[config.mk]
export PLATFORM = sky130hd
export DESIGN_NAME = triangle_face_normal_setup_unit
export DESIGN_NICKNAME = d
export VERILOG_FILES = /design/src/design/tfn_pkg.sv /design/src/design/tfn_front.sv /design/src/design/tfn_queue.sv /design/src/design/tfn_back.sv /design/src/design/triangle_face_normal_setup_unit.sv
export VERILOG_INCLUDE_DIRS = /design/src /design/src/design
export SDC_FILE = /design/constraint.sdc
export NUM_CORES = 2
export LEC_CHECK = 0
export BUFFER_PORTS_ARGS = -buffer_cell sky130_fd_sc_hd__buf_2
export CORE_UTILIZATION = 25
export CTS_BUF_LIST = sky130_fd_sc_hd__clkbuf_16
export DETAILED_ROUTE_END_ITERATION = 8
export SYNTH_ARGS = -nofsm -noshare
export SYNTH_HDL_FRONTEND = slang
export SYNTH_HIERARCHICAL = 1
export SYNTH_SLANG_ARGS = --single-unit
[constraint.sdc]
create_clock -name clk -period 42.2 [get_ports clk]
set_input_delay 8.44 -clock clk [delete_from_list [all_inputs] [get_ports clk]]
set_output_delay 8.44 -clock clk [all_outputs]
set_load 0.01 [all_outputs]
[src/design/assert_macros.svh]
// Assertion macros for the design files; tfn_back uses them.
`ifndef ASSERT_MACROS_SVH
`define ASSERT_MACROS_SVH
`ifndef SYNTHESIS
`define TFN_ASSERT_IMPL(lbl, clk, rst_n, ante, cons) \
  lbl: assert property (@(posedge clk) disable iff (!rst_n) (ante) |-> (cons)) \
    else $error("assertion failed");
`define TFN_ASSERT_NEXT(lbl, clk, rst_n, ante, cons) \
  lbl: assert property (@(posedge clk) disable iff (!rst_n) (ante) |=> (cons)) \
    else $error("assertion failed");
`else
`define TFN_ASSERT_IMPL(lbl, clk, rst_n, ante, cons)
`define TFN_ASSERT_NEXT(lbl, clk, rst_n, ante, cons)
`endif
`endif

[src/design/tfn_pkg.sv]
package tfn_pkg;
  localparam int POS_W = 32;
  localparam int NRM_W = 16;
  localparam int SUM_W = 18;
  localparam int VEC_W = 21;
  localparam int SQ_W = 44;
  localparam int REM_W = 38;
  localparam int QUO_W = 17;
  localparam int FALLBACK_LIMIT = 268;
  localparam int UNIT_Q14 = 16384;

  typedef logic [2:0][2:0][NRM_W-1:0] coef_t;

  typedef struct packed {
    logic [8:0][POS_W-1:0] pos;
    logic [2:0][SUM_W-1:0] nsum;
  } job_t;
endpackage

[src/design/tfn_front.sv]
module tfn_front (
  input  logic clk,
  input  logic rst_n,
  input  logic in_valid,
  output logic in_stall,
  input  logic [31:0] in_pos_x,
  input  logic [31:0] in_pos_y,
  input  logic [31:0] in_pos_z,
  input  logic [15:0] in_nrm_x,
  input  logic [15:0] in_nrm_y,
  input  logic [15:0] in_nrm_z,
  input  logic in_end_of_batch,
  input  logic q_full,
  output logic q_push,
  output tfn_pkg::job_t q_job
);
  import tfn_pkg::*;

  logic [1:0] slot_r, slot_nxt;
  logic [5:0][POS_W-1:0] held_r;
  logic [2:0][SUM_W-1:0] sum_r, sum_nxt, new_sum;
  logic [2:0][NRM_W-1:0] nrm;
  logic accept;

  assign in_stall = q_full;
  assign accept = in_valid && !q_full;
  assign nrm = {in_nrm_z, in_nrm_y, in_nrm_x};

  always_comb begin
    for (int k = 0; k < 3; k++) begin
      if (slot_r == 2'd0) begin
        new_sum[k] = SUM_W'($signed(nrm[k]));
      end else begin
        new_sum[k] = sum_r[k] + SUM_W'($signed(nrm[k]));
      end
    end
    slot_nxt = slot_r;
    sum_nxt = sum_r;
    q_push = 1'b0;
    if (accept) begin
      if (slot_r < 2'd2) begin
        slot_nxt = slot_r + 2'd1;
        sum_nxt = new_sum;
        if (in_end_of_batch) begin
          slot_nxt = 2'd0;
          sum_nxt = '0;
        end
      end else begin
        q_push = 1'b1;
        slot_nxt = 2'd0;
        sum_nxt = '0;
      end
    end
    q_job.pos = {in_pos_z, in_pos_y, in_pos_x, held_r};
    q_job.nsum = new_sum;
  end

  always_ff @(posedge clk) begin
    if (!rst_n) begin
      slot_r <= 2'd0;
      sum_r <= '0;
    end else begin
      slot_r <= slot_nxt;
      sum_r <= sum_nxt;
    end
  end

  always_ff @(posedge clk) begin
    if (accept && slot_r == 2'd0) begin
      held_r[2:0] <= {in_pos_z, in_pos_y, in_pos_x};
    end
    if (accept && slot_r == 2'd1) begin
      held_r[5:3] <= {in_pos_z, in_pos_y, in_pos_x};
    end
  end
endmodule

[src/design/tfn_queue.sv]
module tfn_queue (
  input  logic clk,
  input  logic rst_n,
  input  logic push,
  input  tfn_pkg::job_t push_job,
  output logic full,
  input  logic pop,
  output logic empty,
  output tfn_pkg::job_t pop_job
);
  import tfn_pkg::*;

  job_t mem [2];
  logic wr_ptr_r, rd_ptr_r;
  logic [1:0] count_r;

  assign full = count_r == 2'd2;
  assign empty = count_r == 2'd0;
  assign pop_job = mem[rd_ptr_r];

  always_ff @(posedge clk) begin
    if (push) begin
      mem[wr_ptr_r] <= push_job;
    end
  end

  always_ff @(posedge clk) begin
    if (!rst_n) begin
      wr_ptr_r <= 1'b0;
      rd_ptr_r <= 1'b0;
      count_r <= 2'd0;
    end else begin
      if (push) begin
        wr_ptr_r <= !wr_ptr_r;
      end
      if (pop) begin
        rd_ptr_r <= !rd_ptr_r;
      end
      count_r <= count_r + {1'b0, push} - {1'b0, pop};
    end
  end
endmodule

[src/design/tfn_back.sv]
`include "assert_macros.svh"

module tfn_back (
  input  logic clk,
  input  logic rst_n,
  input  tfn_pkg::coef_t coef,
  input  logic q_empty,
  input  tfn_pkg::job_t q_job,
  output logic q_pop,
  output logic out_valid,
  input  logic out_stall,
  output logic [8:0][31:0] out_pos,
  output logic [2:0][15:0] out_face
);
  import tfn_pkg::*;

  localparam logic [2:0] S_IDLE = 3'd0;
  localparam logic [2:0] S_SQ = 3'd1;
  localparam logic [2:0] S_SQRT = 3'd2;
  localparam logic [2:0] S_DIV = 3'd3;
  localparam logic [2:0] S_ROT = 3'd4;
  localparam logic [2:0] S_DONE = 3'd5;

  logic [2:0] state_r;
  logic [8:0][POS_W-1:0] pos_r;
  logic signed [VEC_W-1:0] v_r [3];
  logic signed [NRM_W-1:0] n_r [3];
  logic signed [SQ_W-1:0] acc_r, prod_r, acc_fin;
  logic [1:0] cnt_r, k_r, sel;
  logic pass_r, div_init_r, neg_r, out_valid_r;
  logic [SQ_W-1:0] rad_r, root_r, bit_r, sq_t;
  logic [4:0] it_r;
  logic [REM_W-1:0] rem_r, den_r;
  logic [QUO_W-1:0] quo_r, q_fin;
  logic signed [VEC_W-1:0] mul_a, mul_b, rot_v, mag_s;
  logic signed [2*VEC_W-1:0] mul_p;
  logic [SQ_W-1:0] rot_mag;
  logic [VEC_W-1:0] div_mag;
  logic signed [QUO_W:0] q_sig;
  logic signed [NRM_W-1:0] q_clamp;
  logic ge, out_free;

  assign sel = (cnt_r == 2'd3) ? 2'd0 : cnt_r;
  assign out_free = !out_valid_r || !out_stall;
  assign q_pop = state_r == S_IDLE && !q_empty;
  assign out_valid = out_valid_r;

  always_comb begin
    if (state_r == S_ROT) begin
      mul_a = VEC_W'($signed(coef[k_r][sel]));
      mul_b = VEC_W'(n_r[sel]);
    end else begin
      mul_a = v_r[sel];
      mul_b = v_r[sel];
    end
    mul_p = mul_a * mul_b;
    acc_fin = acc_r + prod_r;
    rot_mag = acc_fin[SQ_W-1] ? SQ_W'(-acc_fin) : SQ_W'(acc_fin);
    rot_mag = (rot_mag + SQ_W'(2048)) >> 12;
    rot_v = acc_fin[SQ_W-1] ? -$signed(rot_mag[VEC_W-1:0]) : $signed(rot_mag[VEC_W-1:0]);
    sq_t = root_r + bit_r;
    mag_s = v_r[k_r];
    div_mag = mag_s[VEC_W-1] ? VEC_W'(-mag_s) : VEC_W'(mag_s);
    ge = rem_r >= den_r;
    q_fin = {quo_r[QUO_W-2:0], ge};
    q_sig = neg_r ? -$signed({1'b0, q_fin}) : $signed({1'b0, q_fin});
    if (q_sig > 18'sd32767) begin
      q_clamp = 16'sh7fff;
    end else if (q_sig < -18'sd32768) begin
      q_clamp = 16'sh8000;
    end else begin
      q_clamp = q_sig[NRM_W-1:0];
    end
  end

  always_ff @(posedge clk) begin
    if (!rst_n) begin
      state_r <= S_IDLE;
      out_valid_r <= 1'b0;
    end else begin
      if (out_valid_r && !out_stall && state_r != S_DONE) begin
        out_valid_r <= 1'b0;
      end
      case (state_r)
        S_IDLE: begin
          if (!q_empty) begin
            pos_r <= q_job.pos;
            for (int k = 0; k < 3; k++) begin
              v_r[k] <= VEC_W'($signed(q_job.nsum[k]));
            end
            pass_r <= 1'b0;
            cnt_r <= 2'd0;
            state_r <= S_SQ;
          end
        end
        S_SQ, S_ROT: begin
          if (cnt_r != 2'd3) begin
            prod_r <= SQ_W'(mul_p);
          end
          acc_r <= (cnt_r == 2'd0) ? '0 : acc_fin;
          cnt_r <= cnt_r + 2'd1;
          if (cnt_r == 2'd3 && state_r == S_SQ) begin
            if ($unsigned(acc_fin) <= SQ_W'(FALLBACK_LIMIT)) begin
              n_r[0] <= '0;
              n_r[1] <= '0;
              n_r[2] <= -16'(UNIT_Q14);
              k_r <= 2'd0;
              state_r <= pass_r ? S_DONE : S_ROT;
            end else begin
              rad_r <= $unsigned(acc_fin);
              root_r <= '0;
              bit_r <= SQ_W'(1) << 42;
              it_r <= 5'd21;
              state_r <= S_SQRT;
            end
          end
          if (cnt_r == 2'd3 && state_r == S_ROT) begin
            v_r[k_r] <= rot_v;
            k_r <= k_r + 2'd1;
            if (k_r == 2'd2) begin
              pass_r <= 1'b1;
              state_r <= S_SQ;
            end
          end
        end
        S_SQRT: begin
          if (rad_r >= sq_t) begin
            rad_r <= rad_r - sq_t;
            root_r <= (root_r >> 1) + bit_r;
          end else begin
            root_r <= root_r >> 1;
          end
          bit_r <= bit_r >> 2;
          it_r <= it_r - 5'd1;
          if (it_r == 5'd0) begin
            k_r <= 2'd0;
            div_init_r <= 1'b1;
            state_r <= S_DIV;
          end
        end
        S_DIV: begin
          if (div_init_r) begin
            rem_r <= REM_W'({div_mag, 14'b0}) + REM_W'(root_r >> 1);
            den_r <= REM_W'(root_r) << 16;
            quo_r <= '0;
            neg_r <= mag_s[VEC_W-1];
            it_r <= 5'd16;
            div_init_r <= 1'b0;
          end else begin
            if (ge) begin
              rem_r <= rem_r - den_r;
            end
            den_r <= den_r >> 1;
            quo_r <= q_fin;
            it_r <= it_r - 5'd1;
            if (it_r == 5'd0) begin
              n_r[k_r] <= q_clamp;
              k_r <= (k_r == 2'd2) ? 2'd0 : k_r + 2'd1;
              div_init_r <= 1'b1;
              if (k_r == 2'd2) begin
                cnt_r <= 2'd0;
                state_r <= pass_r ? S_DONE : S_ROT;
              end
            end
          end
        end
        S_DONE: begin
          if (out_free) begin
            out_pos <= pos_r;
            out_face <= {n_r[2], n_r[1], n_r[0]};
            out_valid_r <= 1'b1;
            state_r <= S_IDLE;
          end
        end
        default: begin
          state_r <= S_IDLE;
        end
      endcase
    end
  end

  `TFN_ASSERT_NEXT(a_hold_stalled, clk, rst_n, out_valid_r && out_stall, out_valid_r && $stable(out_face))
  `TFN_ASSERT_IMPL(a_pop_idle, clk, rst_n, q_pop, state_r == S_IDLE && !q_empty)
  `TFN_ASSERT_IMPL(a_unit_range, clk, rst_n, out_valid_r, $signed(out_face[0]) <= 16'sd16384 && $signed(out_face[0]) >= -16'sd16384)
endmodule

[src/design/triangle_face_normal_setup_unit.sv]
// Triangle face normal setup unit.
// The input channel (in_valid/in_stall) takes one vertex per transfer: a Q16.16
// position and a Q1.14 normal. Every third vertex closes a triangle; a vertex
// flagged end_of_batch that does not close a triangle drops the partial one.
// The output channel (out_valid/out_stall) carries the three positions and the
// unit face normal after rotation by the three cfg coefficient rows.
// cfg_valid/cfg_ready writes a row; cfg_ready is always high, write while idle.
// A closed triangle enters a two-entry queue; the back end works it through a
// shared multiplier, a one-bit-per-cycle square root and a one-bit-per-cycle
// divider, twice. The back end works one triangle at a time and pops the next
// from the queue only once it is idle again.
// The input stalls only when the queue is full. A stalled result holds in the
// output register while the next triangle is computed behind it.
// Reset clears the vertex count, the normal sum, the queue and the output valid,
// and loads identity coefficient rows.
module triangle_face_normal_setup_unit (
  input  logic clk,
  input  logic rst_n,
  input  logic in_valid,
  output logic in_stall,
  input  logic [31:0] in_pos_x,
  input  logic [31:0] in_pos_y,
  input  logic [31:0] in_pos_z,
  input  logic signed [15:0] in_nrm_x,
  input  logic signed [15:0] in_nrm_y,
  input  logic signed [15:0] in_nrm_z,
  input  logic in_end_of_batch,
  output logic out_valid,
  input  logic out_stall,
  output logic signed [31:0] out_a_x,
  output logic signed [31:0] out_a_y,
  output logic signed [31:0] out_a_z,
  output logic signed [31:0] out_b_x,
  output logic signed [31:0] out_b_y,
  output logic signed [31:0] out_b_z,
  output logic signed [31:0] out_c_x,
  output logic signed [31:0] out_c_y,
  output logic signed [31:0] out_c_z,
  output logic signed [15:0] out_face_nx,
  output logic signed [15:0] out_face_ny,
  output logic signed [15:0] out_face_nz,
  input  logic cfg_valid,
  output logic cfg_ready,
  input  logic [1:0] cfg_index,
  input  logic [47:0] cfg_data
);
  import tfn_pkg::*;

  localparam logic [1:0] REG_X = 2'd0;
  localparam logic [1:0] REG_Y = 2'd1;
  localparam logic [1:0] REG_Z = 2'd2;

  logic [2:0][47:0] coef_r;
  coef_t coef;
  job_t push_job, pop_job;
  logic q_push, q_pop, q_full, q_empty;
  logic [8:0][31:0] out_pos;
  logic [2:0][15:0] out_face;

  assign cfg_ready = 1'b1;
  assign coef = coef_r;

  always_ff @(posedge clk) begin
    if (!rst_n) begin
      coef_r[0] <= 48'd4096;
      coef_r[1] <= 48'd4096 << 16;
      coef_r[2] <= 48'd4096 << 32;
    end else if (cfg_valid) begin
      case (cfg_index)
        REG_X: coef_r[0] <= cfg_data;
        REG_Y: coef_r[1] <= cfg_data;
        REG_Z: coef_r[2] <= cfg_data;
        default: begin
        end
      endcase
    end
  end

  tfn_front u_front (
    .clk(clk), .rst_n(rst_n), .in_valid(in_valid), .in_stall(in_stall),
    .in_pos_x(in_pos_x), .in_pos_y(in_pos_y), .in_pos_z(in_pos_z),
    .in_nrm_x(in_nrm_x), .in_nrm_y(in_nrm_y), .in_nrm_z(in_nrm_z),
    .in_end_of_batch(in_end_of_batch), .q_full(q_full), .q_push(q_push),
    .q_job(push_job)
  );

  tfn_queue u_queue (
    .clk(clk), .rst_n(rst_n), .push(q_push), .push_job(push_job), .full(q_full),
    .pop(q_pop), .empty(q_empty), .pop_job(pop_job)
  );

  tfn_back u_back (
    .clk(clk), .rst_n(rst_n), .coef(coef), .q_empty(q_empty), .q_job(pop_job),
    .q_pop(q_pop), .out_valid(out_valid), .out_stall(out_stall),
    .out_pos(out_pos), .out_face(out_face)
  );

  assign out_a_x = out_pos[0];
  assign out_a_y = out_pos[1];
  assign out_a_z = out_pos[2];
  assign out_b_x = out_pos[3];
  assign out_b_y = out_pos[4];
  assign out_b_z = out_pos[5];
  assign out_c_x = out_pos[6];
  assign out_c_y = out_pos[7];
  assign out_c_z = out_pos[8];
  assign out_face_nx = out_face[0];
  assign out_face_ny = out_face[1];
  assign out_face_nz = out_face[2];
endmodule

==> flow_summary_export.csv <==
group,metric,value,unit
detailed_routing,antenna_left,0,
floorplan,coreArea,439300,sq um
sta,clock.fmax,80.28,MHz
floorplan,io_pins,539,
setup_path,regToRegSetupSlack,30.24,ns
yosys,ys_seq_area_frac,0.5670,
yosys,yosys-top-cells-count,"1948 x edfxtp_1, 918 x nand2_1, 716 x inv_1",
grt,grt_max_degree,150,
place,place.gp.congestion,0.8922,
sta,slew-limit-headroom,0.2148,
setup_path,startpoint_type,"input pin",
cts,ctsResizeCount,0,
yosys,syn_area,110600,sq um
yosys,synth_edf_count,1948,
grt,grt_use_met1,0.1530,
detailed_routing,firstDrtPassIters,6,
sta,grt_setup_unrepaired,"no",
cts,cts_inserted_buffers,224,
min_path,hold_path.startpoint,"u_back/pos_r[278]",
floorplan,start_util,0.2518,
min_path,hold_depth,0,
setup_path,cp.arrival,12.89,ns
floorplan,fp.dieW,667.2,um
setup_path,crit_fanout,119,
setup_path,cp_num_buf_inv,5,
floorplan,die_area,445100,sq um
min_path,hp-class,"reg2reg",
setup_path,reg2reg_from,"u_back/cnt_r[0]",
grt,first_global_vias,67200,
detailed_routing,drtIter0Drc,5100,
grt,grt-busiest-layer,"met2",
grt,use_met3,0.03190,
setup_path,r2r-end,"u_back/prod_r[41]",
layout,final_nets,10060,
setup_path,critPathTopFamily,"buffers and inverters",
cts,hold_buffers,0,
yosys,syn_inst,8567,
yosys,ys_top_cells_by_area,"edfxtp_1 53%, fa_1 8.4%, ha_1 4.2%",
grt,overflow,0,
min_path,holdPathEnd,"u_back/out_pos[278]",
cts,cts.htree.levels,4,
sta,setup_violations,0,
detailed_routing,drc_errors,0,
grt,grt_util_met2,0.2119,
yosys,yosysMostFrequentCell,"edfxtp_1",
setup_path,critical_path.slowest_cell,"buf_4",
cts,root_buffer,"clkbuf_16",
layout,syn_to_final_growth,14.52,%
setup_path,path_class,"in2reg",
grt,grt_usage,0.1257,
detailed_routing,wl_per_cell,19.00,um
yosys,synthArstFlopShare,0,
grt,grt_pass1_wl,428.0,mm
cts,cts_tree,"built",
yosys,synth_cell_types,110,
place,port_buffers,537,
yosys,synth-main-ff-cell,"edfxtp_1",
yosys,synth_largest_area_cell,"edfxtp_1",
place,dp_hpwl,205.7,mm
cts,clkSlewWorstSetupHoldPaths,0.06,ns
detailed_routing,finalWirelength,287.0,mm
yosys,synth_warnings,6,
cts,clockBufferDepth,4,
layout,drive_above_1_share,0.1676,
layout,nFillCells,44610,
sta,tightest_slew,1.165,ns
cts,post_cts_buffers,0,
floorplan,rows,243,
grt,antenna_found_initial,87,
sta,fin_crit_sh,0.2952,
yosys,synth_top_area_share,0.5288,
cts,clock_sinks,2159,
sta,timing.final.max_slew_violations,0,
run_status,run_status,"complete, no violations",
setup_path,reg2reg_depth,33,
cts,clk_latency,0.93,ns
setup_path,required,42.63,ns
floorplan,fp.dieH,667.2,um
yosys,syn-num-nets,9607,
run,drv_cap,0,
setup_path,cpPeakStageDelay,0.86,ns
detailed_routing,vias_per_cell,4.480,
sta,fin_skew,0.1298,ns
yosys,ys_seq_elements,2159,
setup_path,cp-end-kind,"flop",
sta,tns,0,ns
setup_path,path_cells,"clkbuf_8 -> nand2b_1 -> or4_1 -> inv_8 -> buf_4 -> buf_4 -> buf_4",
sta,period_minus_slack,12.46,ns
yosys,synth_area_per_cell,12.91,sq um
setup_path,cpMostUsedCell,"buf_4",
detailed_routing,vias,67690,
sta,hold_violations,0,
-- worst max path at each step --
stage	from	endpoint	slack [ns]	cells after the start
final	rst_n	u_back/pos_r[191]	29.74	7
after global routing	u_back/cnt_r[0]	u_back/prod_r[41]	29.43	33
after CTS	rst_n	u_back/pos_r[191]	29.71	7
after detailed placement	rst_n	u_back/pos_r[159]	28.81	7
after global placement	rst_n	u_back/pos_r[159]	28.86	7
after floorplan	out_stall	u_back/out_face[0]	9.57	2
-- cell families (layout without fill, tap and decap cells) --
group	after synthesis	in the layout	synth area share
AND/OR/NAND/NOR	2159	2159	0.08848
AO/OA/AOI/OAI	1269	1269	0.07347
multiplexers	653	653	0.07120
adder cells (fa/ha/maj)	840	840	0.1266
buffers and inverters	1127	1752	0.04439
XOR/XNOR	359	359	0.02875
flip-flops	2159	2159	0.5670
other	1	37	0.00003390
-- per-stage QoR --
| stage | instances | util | worst slack, ns | cell area [sq um] | hold slack, ns |
|---|---|---|---|---|---|
| 2_1_floorplan | 8567 | - | 9.567 | 110600 | 0.4003 |
| 3_3_place_gp | 14680 | 0.2718 | 28.86 | 119400 | 0.4005 |
| 3_5_place_dp | 14680 | 0.2718 | 28.81 | 119400 | 0.4045 |
| 4_1_cts | 15070 | 0.2881 | 29.71 | 126600 | 0.3367 |
| 5_1_grt | 15100 | 0.2883 | 29.43 | 126600 | 0.3578 |
| 6_report | 15110 | 0.2883 | 29.74 | 126700 | 0.3599 |
-- cell usage in the layout (no fill, tap or decap), drive strengths merged, types with 92 or more instances in the layout --
cell type	instances
nor2b	105
nor2	599
nand2	918
nor3	94
mux2i	195
xor2	150
mux2	390
ha	374
xnor2	208
dfxtp	211
a21o	100
edfxtp	1948
clkbuf	225
buf	639
inv	768
clkinv	92
a21oi	348
fa	466
o21ai	321
-- registers in the layout, indices dropped and copies added, names as in the netlist, 48 cells and up, named ones only --
signal	flops
coef	144
u_back/n_r	64
u_back/pos_r	288
u_queue/mem	684
u_back/out_pos	288
u_back/v_r	84
u_front/sum_r	54
u_front/q_job	192
u_back/out_face	48
-- per-layer routing --
| metal | vias to the layer above | share of wire |
|---|---|---|
| li1 | 31350 | - |
| met4 | 48 | 0.043 |
| met1 | 33820 | 0.40 |
| met2 | 1929 | 0.48 |
| met3 | 537 | 0.074 |
| met5 | - | 0.0010 |
-- layout make-up --
class                   count  area (sq um)  area share
multi-input cells        5281         43130      0.3405
clock inverters           171          1572     0.01241
flip-flops and latches   2159         62720      0.4952
clock buffers             224          5605     0.04425
well taps                5880          7357     0.05808
inverters                 717          2699     0.02131
diodes                     36         90.09   0.0007112
repair buffers            640          3495     0.02759
Power is not shown: default switching activity piles up to over one toggle a cycle in this logic, so the estimate is an artifact.
